File: config.mk
export PLATFORM = sky130hd
export DESIGN_NAME = rgb_color_card_classifier_core
export DESIGN_NICKNAME = d
export VERILOG_FILES = /design/src/design/rccc_pkg.sv /design/src/design/rccc_front.sv /design/src/design/rccc_queue.sv /design/src/design/rccc_back.sv /design/src/design/rgb_color_card_classifier_core.sv
export VERILOG_INCLUDE_DIRS = /design/src /design/src/design
export SDC_FILE = /design/constraint.sdc
export NUM_CORES = 2
export LEC_CHECK = 0
export BUFFER_PORTS_ARGS = -buffer_cell sky130_fd_sc_hd__buf_2
export CAP_MARGIN = 20
export CORE_ASPECT_RATIO = 1.5
export CORE_UTILIZATION = 60
export CTS_BUF_LIST = sky130_fd_sc_hd__clkbuf_8
export DETAILED_ROUTE_END_ITERATION = 8
export PLACE_DENSITY = 0.74
export SLEW_MARGIN = 20
export SYNTH_ARGS = -nofsm -noshare
export SYNTH_HDL_FRONTEND = slang
export SYNTH_HIERARCHICAL = 1
export SYNTH_SLANG_ARGS = --single-unit
File: constraint.sdc
create_clock -name clk -period 16.7 [get_ports clk]
set_input_delay 0.835 -clock clk [delete_from_list [all_inputs] [get_ports clk]]
set_output_delay 0.835 -clock clk [all_outputs]
set_load 0.005 [all_outputs]
File: src/design/rgb_color_card_classifier_core_defines.svh
// Assertion macros for the color card classifier core.
// Included by the top level; depends on nothing else.
`ifndef RGB_COLOR_CARD_CLASSIFIER_CORE_DEFINES_SVH
`define RGB_COLOR_CARD_CLASSIFIER_CORE_DEFINES_SVH

// same-cycle implication, checked out of reset
`define RCCC_ASSERT_IMPL(label, clk, rst_n, ante, cons) \
	label: assert property (@(posedge clk) disable iff (!rst_n) (ante) |-> (cons)) \
		else $error("rccc check failed: same-cycle rule");

// next-cycle implication, checked out of reset
`define RCCC_ASSERT_NEXT(label, clk, rst_n, ante, cons) \
	label: assert property (@(posedge clk) disable iff (!rst_n) (ante) |=> (cons)) \
		else $error("rccc check failed: next-cycle rule");

`endif

File: src/design/rccc_pkg.sv
// Shared types and constants of the color card classifier core.
// No dependencies; imported by every module of the core.
`default_nettype none
package rccc_pkg;

	localparam int CntW  = 16;
	localparam int ClsW  = 3;
	localparam int IdxW  = 3;
	localparam int QDepth = 4;
	localparam int QPtrW = $clog2(QDepth);
	localparam int QCntW = $clog2(QDepth + 1);

	// color classes
	localparam logic [ClsW-1:0] CLS_DARK    = 3'd0;
	localparam logic [ClsW-1:0] CLS_WHITE   = 3'd1;
	localparam logic [ClsW-1:0] CLS_YELLOW  = 3'd2;
	localparam logic [ClsW-1:0] CLS_RED     = 3'd3;
	localparam logic [ClsW-1:0] CLS_GREEN   = 3'd4;
	localparam logic [ClsW-1:0] CLS_BLUE    = 3'd5;
	localparam logic [ClsW-1:0] CLS_UNKNOWN = 3'd6;

	// register indexes
	localparam logic [IdxW-1:0] REG_DARK_LEVEL     = 3'd0;
	localparam logic [IdxW-1:0] REG_WHITE_LEVEL    = 3'd1;
	localparam logic [IdxW-1:0] REG_WHITE_SPAN_MAX = 3'd2;
	localparam logic [IdxW-1:0] REG_RATIO_MIN      = 3'd3;
	localparam logic [IdxW-1:0] REG_DOMINANT_MIN   = 3'd4;

	// fixed fractions of clear, in 1/256
	localparam logic [7:0] FRAC_YEL_BLUE_MAX = 8'd77;
	localparam logic [7:0] FRAC_YEL_RG_MIN   = 8'd97;
	localparam logic [7:0] FRAC_YEL_DIFF_MAX = 8'd46;
	localparam logic [7:0] FRAC_RG_BLUE_MAX  = 8'd115;
	localparam logic [7:0] FRAC_BLUE_MIN     = 8'd90;

	typedef logic [ClsW-1:0] class_t;

	typedef struct packed {
		logic [15:0] dark_level;
		logic [15:0] white_level;
		logic [7:0]  white_span_max;
		logic [9:0]  ratio_min;
		logic [7:0]  dominant_min;
	} cfg_t;

	typedef struct packed {
		logic             full;
		logic             empty;
		logic [QCntW-1:0] count;
	} qstat_t;

endpackage
`default_nettype wire

File: src/design/rccc_front.sv
// Front end: accepts samples, clamps them and classifies them.
// Depends on rccc_pkg; feeds rccc_queue.
`default_nettype none
module rccc_front (
	input  wire                      clk,
	input  wire                      arst_n,
	input  wire rccc_pkg::cfg_t      cfg,
	input  wire                      in_valid,
	output logic                     in_ready,
	input  wire [rccc_pkg::CntW-1:0] clear_count,
	input  wire [rccc_pkg::CntW-1:0] red_count,
	input  wire [rccc_pkg::CntW-1:0] green_count,
	input  wire [rccc_pkg::CntW-1:0] blue_count,
	input  wire                      q_full,
	output logic                     push,
	output rccc_pkg::class_t         push_class
);
	import rccc_pkg::*;

	// 256*x > k*c
	function automatic logic frac_gt(input logic [15:0] x, input logic [7:0] k,
		input logic [15:0] c);
		logic [23:0] lhs;
		logic [23:0] rhs;
		lhs = {x, 8'h00};
		rhs = 24'(k) * 24'(c);
		return lhs > rhs;
	endfunction

	// 256*x < k*c
	function automatic logic frac_lt(input logic [15:0] x, input logic [7:0] k,
		input logic [15:0] c);
		logic [23:0] lhs;
		logic [23:0] rhs;
		lhs = {x, 8'h00};
		rhs = 24'(k) * 24'(c);
		return lhs < rhs;
	endfunction

	// num/den > qmin/256, a zero den always passes
	function automatic logic ratio_gt(input logic [15:0] num, input logic [15:0] den,
		input logic [9:0] qmin);
		logic [25:0] lhs;
		logic [25:0] rhs;
		lhs = {2'b00, num, 8'h00};
		rhs = 26'(qmin) * 26'(den);
		return (den == '0) || (lhs > rhs);
	endfunction

	logic        valid_s1;
	logic        dark_s1, wlvl_s1;
	logic [15:0] c_s1, r_s1, g_s1, b_s1, span_s1, diff_s1;

	logic [15:0] c_d, r_d, g_d, b_d, hi_d, lo_d;
	logic        advance;

	assign advance  = !valid_s1 || !q_full;
	assign in_ready = advance;

	always_comb begin
		c_d  = (clear_count == '0) ? 16'd1 : clear_count;
		r_d  = (red_count   < c_d) ? red_count   : c_d;
		g_d  = (green_count < c_d) ? green_count : c_d;
		b_d  = (blue_count  < c_d) ? blue_count  : c_d;
		hi_d = (r_d > g_d) ? r_d : g_d;
		hi_d = (hi_d > b_d) ? hi_d : b_d;
		lo_d = (r_d < g_d) ? r_d : g_d;
		lo_d = (lo_d < b_d) ? lo_d : b_d;
	end

	always_ff @(posedge clk or negedge arst_n) begin
		if (!arst_n) begin
			valid_s1 <= 1'b0;
		end else if (advance) begin
			valid_s1 <= in_valid;
		end
	end

	always_ff @(posedge clk) begin
		if (advance && in_valid) begin
			dark_s1 <= clear_count < cfg.dark_level;
			wlvl_s1 <= clear_count > cfg.white_level;
			c_s1    <= c_d;
			r_s1    <= r_d;
			g_s1    <= g_d;
			b_s1    <= b_d;
			span_s1 <= hi_d - lo_d;
			diff_s1 <= (r_d > g_d) ? (r_d - g_d) : (g_d - r_d);
		end
	end

	logic is_white, is_yellow, is_red, is_green, is_blue, rg_blue_ok;

	always_comb begin
		is_white   = frac_lt(span_s1, cfg.white_span_max, c_s1) && wlvl_s1;
		is_yellow  = frac_lt(b_s1, FRAC_YEL_BLUE_MAX, c_s1) &&
			frac_gt(r_s1, FRAC_YEL_RG_MIN, c_s1) &&
			frac_gt(g_s1, FRAC_YEL_RG_MIN, c_s1) &&
			frac_lt(diff_s1, FRAC_YEL_DIFF_MAX, c_s1);
		rg_blue_ok = frac_lt(b_s1, FRAC_RG_BLUE_MAX, c_s1);
		is_red     = ratio_gt(r_s1, g_s1, cfg.ratio_min) &&
			frac_gt(r_s1, cfg.dominant_min, c_s1) && rg_blue_ok;
		is_green   = ratio_gt(g_s1, r_s1, cfg.ratio_min) &&
			frac_gt(g_s1, cfg.dominant_min, c_s1) && rg_blue_ok;
		is_blue    = (b_s1 > r_s1) && (b_s1 > g_s1) && frac_gt(b_s1, FRAC_BLUE_MIN, c_s1);

		if (dark_s1)        push_class = CLS_DARK;
		else if (is_white)  push_class = CLS_WHITE;
		else if (is_yellow) push_class = CLS_YELLOW;
		else if (is_red)    push_class = CLS_RED;
		else if (is_green)  push_class = CLS_GREEN;
		else if (is_blue)   push_class = CLS_BLUE;
		else                push_class = CLS_UNKNOWN;
	end

	assign push = valid_s1 && !q_full;

endmodule
`default_nettype wire

File: src/design/rccc_queue.sv
// Small flop FIFO of classes between the front and back ends.
// Depends on rccc_pkg.
`default_nettype none
module rccc_queue (
	input  wire                     clk,
	input  wire                     arst_n,
	input  wire                     push,
	input  wire rccc_pkg::class_t   push_data,
	input  wire                     pop,
	output rccc_pkg::class_t        pop_data,
	output rccc_pkg::qstat_t        stat
);
	import rccc_pkg::*;

	class_t             mem_q [QDepth];
	logic [QPtrW-1:0]   wptr_q, rptr_q;
	logic [QCntW-1:0]   count_q;

	always_ff @(posedge clk or negedge arst_n) begin
		if (!arst_n) begin
			wptr_q  <= '0;
			rptr_q  <= '0;
			count_q <= '0;
		end else begin
			if (push) wptr_q <= wptr_q + 1'b1;
			if (pop)  rptr_q <= rptr_q + 1'b1;
			if (push && !pop)      count_q <= count_q + 1'b1;
			else if (pop && !push) count_q <= count_q - 1'b1;
		end
	end

	always_ff @(posedge clk) begin
		if (push) mem_q[wptr_q] <= push_data;
	end

	assign pop_data   = mem_q[rptr_q];
	assign stat.count = count_q;
	assign stat.full  = count_q == QCntW'(QDepth);
	assign stat.empty = count_q == '0;

endmodule
`default_nettype wire

File: src/design/rccc_back.sv
// Back end: output register that drains the queue onto the result stream.
// Depends on rccc_pkg.
`default_nettype none
module rccc_back (
	input  wire                   clk,
	input  wire                   arst_n,
	input  wire rccc_pkg::qstat_t qstat,
	input  wire rccc_pkg::class_t q_data,
	output logic                  pop,
	output logic                  out_valid,
	input  wire                   out_ready,
	output rccc_pkg::class_t      out_class
);
	import rccc_pkg::*;

	logic   valid_q;
	class_t class_q;

	assign pop = !qstat.empty && (!valid_q || out_ready);

	always_ff @(posedge clk or negedge arst_n) begin
		if (!arst_n) begin
			valid_q <= 1'b0;
		end else if (!valid_q || out_ready) begin
			valid_q <= !qstat.empty;
		end
	end

	always_ff @(posedge clk) begin
		if (pop) class_q <= q_data;
	end

	assign out_valid = valid_q;
	assign out_class = class_q;

endmodule
`default_nettype wire

File: src/design/rgb_color_card_classifier_core.sv
// Top level of the color card classifier: config registers, front end, queue, back end.
// Depends on rccc_pkg, rccc_front, rccc_queue, rccc_back and the defines header.
`default_nettype none
`include "rgb_color_card_classifier_core_defines.svh"
// Classifies one sample of clear/red/green/blue counts per beat into a color class
// (0 dark, 1 white, 2 yellow, 3 red, 4 green, 5 blue, 6 unknown), rules tried in that
// order. Throughput is one sample per clock while the queue has room. The accepting edge
// loads the clamp stage, the compared class is then written into the four-entry queue,
// and from there it is loaded into the output register. All fraction and ratio tests are
// constant or register cross-multiplications, so there is no divider.
// The front end keeps accepting while the queue has room. Up to six samples can be in
// flight: the output register, four queue entries and the compare stage. s_axis_tready
// drops once the queue is full and the compare stage holds a sample. Config writes are
// always taken (cfg_ready is tied high) and should only be issued while the block is
// empty; writes to indexes above 4 are dropped.
module rgb_color_card_classifier_core (
	input  wire        clk,
	input  wire        arst_n,
	// sample stream; tdata: clear_count[15:0], red_count[31:16],
	// green_count[47:32], blue_count[63:48]
	input  wire        s_axis_tvalid,
	output logic       s_axis_tready,
	input  wire [63:0] s_axis_tdata,
	// result stream; tdata: color_class[2:0], zero pad [7:3]
	output logic       m_axis_tvalid,
	input  wire        m_axis_tready,
	output logic [7:0] m_axis_tdata,
	// config write channel
	input  wire        cfg_valid,
	output logic       cfg_ready,
	input  wire [2:0]  cfg_index,
	input  wire [15:0] cfg_data
);
	import rccc_pkg::*;

	cfg_t   cfg_q;
	qstat_t q_stat;
	class_t push_class, q_data, out_class;
	logic   push, pop;

	assign cfg_ready = 1'b1;

	// register file, loaded by index; unknown indexes fall through
	always_ff @(posedge clk or negedge arst_n) begin
		if (!arst_n) begin
			cfg_q.dark_level     <= 16'd80;
			cfg_q.white_level    <= 16'd120;
			cfg_q.white_span_max <= 8'd26;
			cfg_q.ratio_min      <= 10'd346;
			cfg_q.dominant_min   <= 8'd82;
		end else if (cfg_valid) begin
			unique case (cfg_index)
				REG_DARK_LEVEL:     cfg_q.dark_level     <= cfg_data;
				REG_WHITE_LEVEL:    cfg_q.white_level    <= cfg_data;
				REG_WHITE_SPAN_MAX: cfg_q.white_span_max <= cfg_data[7:0];
				REG_RATIO_MIN:      cfg_q.ratio_min      <= cfg_data[9:0];
				REG_DOMINANT_MIN:   cfg_q.dominant_min   <= cfg_data[7:0];
				default: begin
				end
			endcase
		end
	end

	// front end: clamp stage, then compare/priority into the queue
	rccc_front u_front (
		.clk         (clk),
		.arst_n      (arst_n),
		.cfg         (cfg_q),
		.in_valid    (s_axis_tvalid),
		.in_ready    (s_axis_tready),
		.clear_count (s_axis_tdata[15:0]),
		.red_count   (s_axis_tdata[31:16]),
		.green_count (s_axis_tdata[47:32]),
		.blue_count  (s_axis_tdata[63:48]),
		.q_full      (q_stat.full),
		.push        (push),
		.push_class  (push_class)
	);

	// decouples the compare stage from output stalls
	rccc_queue u_queue (
		.clk       (clk),
		.arst_n    (arst_n),
		.push      (push),
		.push_data (push_class),
		.pop       (pop),
		.pop_data  (q_data),
		.stat      (q_stat)
	);

	// back end: output register
	rccc_back u_back (
		.clk       (clk),
		.arst_n    (arst_n),
		.qstat     (q_stat),
		.q_data    (q_data),
		.pop       (pop),
		.out_valid (m_axis_tvalid),
		.out_ready (m_axis_tready),
		.out_class (out_class)
	);

	assign m_axis_tdata = {5'b00000, out_class};

	// queue never overflows or underflows, and its count tracks push/pop
	`RCCC_ASSERT_IMPL(a_no_push_full, clk, arst_n, push, !q_stat.full)
	`RCCC_ASSERT_IMPL(a_no_pop_empty, clk, arst_n, pop, !q_stat.empty)
	`RCCC_ASSERT_NEXT(a_count_up, clk, arst_n, push && !pop,
		q_stat.count == $past(q_stat.count) + 1'b1)
	`RCCC_ASSERT_NEXT(a_count_down, clk, arst_n, pop && !push,
		q_stat.count == $past(q_stat.count) - 1'b1)

endmodule
`default_nettype wire

* After elaboration in Yosys (flattened, before gate mapping) *
Memories as Yosys holds them, arrays and structs flattened. A register that Yosys moved wholly into a read port is not among the register bits.
Cells that the tools add are included.
Widths: inputs -> output; s select.

word-level totals
  register bits = 165
  latch bits = 0
  RAM bits = 12
  memory bits (read-only) = 0
  input bits = 88
  word-level logic and storage cells = 117
  memories kept = 1

memories
  name           depth  width  read ports  clocked after memory_dff  write ports  RTL line          RTL
  u_queue.mem_q  4      3      1           1                         1            rccc_queue.sv:15  class_t mem_q [QDepth];

operators by class
  add/sub/neg operators = 7
  multipliers = 9
  divide/modulo/power cells = 0
  order comparisons = 22
  equality and inequality tests = 5
  shift-type cells = 0
  multiplexer cells = 19
  bitwise logic cells = 0
  reduce and logical (&&, ||, !) cells = 36

operators with widths
  kind                   count
  $mux 16                9
  $lt 16x16->1           6
  $gt 16x16->1           5
  $gt 24x23->1           3
  $mul 7x16->23 const A  3
  $gt 24x26->1           2
  $mul 10x16->26         2
  $gt 24x24->1           2
  $logic_not 16->1       3
  $lt 24x23->1           2
  $mul 8x16->24          2
  $sub 16x16->16         3
  $lt 24x22->1           1
  $lt 24x24->1           1
  $mul 6x16->22 const A  1
  $mul 5x16->21 const A  1
  $mux 3                 7
  $logic_and 1x1->1      15
  $reduce_and 2->1       5
  $eq 3x2->1 const B     2
  $eq 3x3->1 const B     2
  $logic_not 1->1        6
  $logic_not 3->1        2
  $add 2x1->2 const B    2
  7 further kinds        11

* Logic depth before layout (Yosys ltp) *
  depth in word-level cells = 10
  mapped depth = 49

* By module *
The synthesis kept the hierarchy.

by module, submodules not included
  module                          times used  cells each  area each (um2)  sequential area each (um2)
  rccc_front                      1           4544        39581.7          2967.8
  rgb_color_card_classifier_core  1           135         2288.4           1472.7
  rccc_queue                      1           50          829.5            535.5
  rccc_back                       1           8           140.1            115.1

* Worst setup path after synthesis *
Ideal clock, no wire load.

  path type = input -> register
  start point = input port s_axis_tdata[3]
  end point = register u_front.span_s1[14] (data pin)
  data arrival time = 10.354 ns
  data required time = 16.442 ns
  path slack = 6.088 ns
  stages = 45
  path buffers = 5
  cells stage by stage = inv_1 -> ha_1 -> o21ai_0 -> a2111oi_0 -> o221ai_1 -> nand2_1 -> clkbuf_1 -> mux2i_1 -> inv_1 -> ha_1 -> clkbuf_1 -> nand2_1 -> o21ai_0 -> nor2_1 -> o41ai_4 -> buf_2 -> mux2i_1 -> ha_1 -> [9 not listed] -> clkbuf_1 -> clkbuf_1 -> o21ai_1 -> ha_1 -> inv_1 -> fa_1 -> a21o_1 -> a21oi_1 -> o21ai_0 -> a21oi_1 -> o21ai_0 -> a21oi_1 -> o21bai_1 -> a21oi_1 -> o21ai_0 -> a21o_1 -> a21oi_1 -> xnor2_1

between the ends
  cells in the longest elaborated chain, start to end = 9

ends and longest elaborated chain
  item                                                 RTL line                              RTL
  from (decl)                                          rgb_color_card_classifier_core.sv:23  input wire [63:0] s_axis_tdata,
  $logic_not 16->1                                     rccc_front.sv:61                      c_d = (clear_count == '0) ? 16'd1 : clear_count;
  $mux 16 (*)                                          rccc_front.sv:61
  $lt 16x16->1                                         rccc_front.sv:62                      r_d = (red_count < c_d) ? red_count : c_d;
  $mux 16 (*)                                          rccc_front.sv:62
  via u_front.r_d[7]                                   rccc_front.sv:54                      logic [15:0] c_d, r_d, g_d, b_d, hi_d, lo_d;
  $gt 16x16->1 / $lt 16x16->1 (equally long branches)  rccc_front.sv:65, rccc_front.sv:67
  $mux 16 (on tied branches)                           rccc_front.sv:65, rccc_front.sv:67
  $gt 16x16->1 / $lt 16x16->1 (equally long branches)  rccc_front.sv:66, rccc_front.sv:68
  $mux 16 (on tied branches)                           rccc_front.sv:66, rccc_front.sv:68
  $sub 16x16->16 (*)                                   rccc_front.sv:87                      span_s1 <= hi_d - lo_d;
  to (signal assigned)                                 rccc_front.sv:87
  to (decl)                                            rccc_front.sv:52                      logic [15:0] c_s1, r_s1, g_s1, b_s1, span_s1, diff_s1;

Mark *: on every way through the listed nets, which the timed path passes. The rest lies on a longest branch.
A chain may end at the register's enable or synchronous reset.

* Worst setup path after layout *
  start point = input port s_axis_tdata[11]
  end point = register u_front.span_s1[14] (data pin)

The elaborated chain is that of the path after synthesis.

==> out/results.txt <==
Status: finished clean
Core footprint: 70400 um^2
Synth warnings: 6
Final slew viol count: 0
Placed Area: 44300 um^2
Reg2reg start: u_front/c_s1[4]
Crit path buf inv count: 5
Family with the most delay on the worst path: compound AO/OA/AOI/OAI gates
Max Clock Skew: 31.2 ps
Most frequent cells in the layout: 836 x inv_1, 787 x ha_1, 511 x fa_1, 475 x nand2_1, 248 x and2_1
Most used cell along the critical path: a21oi_1
Starting Density: 60.8%
CTS tree: done
Clock root buffer: clkbuf_8
Crit path depth: 42
Fill cell count: 6132
Hold Path Class: in -> async
Final Cell Area: 44700 um^2
Slew HR: 19.2%
Setup crit end kind: flip-flop
Setup bufs post-CTS: 0
Setup Total Neg Slack: 0 ps
Max Root-Sink Buffers: 2
Layout cells sized above 1: 6.14%
Seq/Total Area, Yosys: 11.9%
Max-Cap Viols: 0
First-iteration detailed-routing DRC count: 1860
Synth Area per Inst: 9.04 um^2
Initial antenna violation count: 3
Slowest stage cell, crit path: o41ai_4
Delay of the slowest cell on the worst path: 820 ps
Htree depth: 4
Clk Latency, worst-skew pair: 550 ps
Routed len/inst: 21.6 um
Largest net degree at the start of global routing: 68
DRC: 0
Row cnt: 119
TritonRoute pass-1 iters: 7
Post-synth EDFFs: 113
Post-Route WL: 123 mm
Slew @ Worst Pin: 1200 ps
Final setup fails: 0
Vias per cell: 6.06
Placed Cells: 5644
Final period utilization: 71.2%
R2R depth: 27
Post-route ant nets: 0
First-pass GRT wire length: 191 mm
Number of distinct library cells after synthesis: 83
Final hold violation count: 0
CTS sink cnt: 180
FMAX: 0.0841 GHz
GPL Wtd Cong: 0.984
Nets@finish: 6143
Port buffer count: 92
Crit Path Max Fanout: 37
Setup crit start: s_axis_tdata[11]
Multi-input logic area: 34000 um^2
Commonest non-fill, non-tap cell in the layout: inv_1
Clock Pin Slew Worst Setup and Hold Paths: 130 ps
Die area: 72500 um^2
Register Area: 5090 um^2
Critical Path RT: 17000 ps
Synth Flop Type: edfxtp_1
Area grow syn2layout: 4.30%
Arr. time, crit path: 12190 ps
Yosys reg bits: 180
Vias in the first global route: 36000
Setup CP Type: in -> reg
Total CTS buffers: 17
Die height: 329 um
Io pins: 99
Post-Syn Area: 42800 um^2
Mapped Cells: 4737
Tmin final: 11890 ps
Finished Layout Cells: 5678
DPL Wire Length: 98.5 mm
RSZ-0062 raised after global routing: false
Crit path launch type: input pin
Total track usage: 34.9%
Post-cts sizing count: 0
Total grt overflow: 0
Die X: 220 um
Ys async rst share: 37.2%
Vias: 34400
Cts hold-fix bufs: 0
[per-stage QoR]
| stage | setup slack (ps) | util [%] | hold slack, ps |
|---|---|---|---|
| 2_1_floorplan | 6090 | - | 456 |
| 3_3_place_gp | 4520 | 62.9 | 472 |
| 3_5_place_dp | 4490 | 62.9 | 482 |
| 4_1_cts | 5070 | 63.4 | 403 |
| 5_1_grt | 4210 | 63.4 | 447 |
| 6_report | 4810 | 63.4 | 391 |
[final timing paths]
path	slack (ps)	to
hold / removal	390	u_queue/count_q[1]
setup / recovery	4810	u_front/span_s1[14]
setup reg to reg	7400	u_queue/mem_q[2][0]
hold reg to reg	520	u_queue/count_q[2]
min in group clk	460	u_back/out_valid
max in group asynchronous	15620	cfg_q[49]
[layout make-up]
class / count / area share, %
Multi-Input combinational cell: 3574 / 76.2
Sequential cell: 180 / 11.4
Inverter: 835 / 7.01
Tap cell: 907 / 2.54
Clock buffer: 18 / 0.554
Timing Repair Buffer: 149 / 2.00
Antenna cell: 1 / 0.00560
Clock inverter: 14 / 0.311
[logic make-up after synthesis]
family          synth area share, %
fa+ha+maj                      46.9
simple gates                   13.7
buf+inv                        8.78
compound gates                 11.4
xor+xnor                       3.99
flops                          11.9
mux                            3.39
other cells                  0.0175
[synth_stat cells (all sizes together), types with 18 or more instances]
| cell | instances | area share [%] |
|---|---|---|
| a211oi | 18 | 0.32 |
| a21o | 143 | 2.5 |
| a21oi | 240 | 2.8 |
| and2 | 249 | 3.6 |
| buf | 19 | 0.29 |
| clkbuf | 133 | 1.2 |
| dfrtp | 50 | 2.9 |
| edfxtp | 113 | 7.9 |
| fa | 511 | 24 |
| ha | 787 | 23 |
| inv | 835 | 7.3 |
| mux2 | 64 | 1.7 |
| mux2i | 66 | 1.6 |
| nand2 | 476 | 4.2 |
| nand2b | 37 | 0.54 |
| nand3 | 52 | 0.61 |
| nand4 | 57 | 0.83 |
| nor2 | 116 | 1.0 |
| nor2b | 44 | 0.64 |
| nor3 | 51 | 0.60 |
| nor4 | 20 | 0.29 |
| o21a | 29 | 0.51 |
| o21ai | 174 | 2.0 |
| o21bai | 39 | 0.68 |
| xnor2 | 105 | 2.1 |
| xor2 | 90 | 1.8 |
[state kept, by name (all words and copies together), names as in the netlist]
| name | flops |
|---|---|
| u_queue/count_q | 3 |
| u_front/dark_s1 | 1 |
| u_front/span_s1 | 16 |
| u_queue/rptr_q | 2 |
| u_front/valid_s1 | 1 |
| u_back/out_class | 3 |
| u_queue/wptr_q | 2 |
| u_front/wlvl_s1 | 1 |
| u_front/r_s1 | 16 |
| u_front/g_s1 | 16 |
| u_front/diff_s1 | 16 |
| cfg_q | 58 |
| u_front/b_s1 | 16 |
| u_front/c_s1 | 16 |
| u_back/out_valid | 1 |
| u_queue/mem_q | 12 |
[worst register-to-register path, delay by kind of cell (launching register included)]
family	cells	cell delay (ps)
compound gates	14	4410
xor+xnor	1	210
fa+ha+maj	6	2360
buf+inv	3	510
flops	1	1100
simple gates	3	340
[routing by layer]
layer / global-route usage, % / share of wire, % / up-vias
li1: - / - / 15700
met1: 37.9 / 36 / 17000
met2: 63.7 / 52 / 1251
met3: 3.96 / 5.5 / 456
met4: 22.7 / 7.5 / 0
met5: 0 / 0 / -
Power is left out: the tool's default activity adds up to more than one toggle a clock period on the data nets, which glitch-free logic cannot reach.
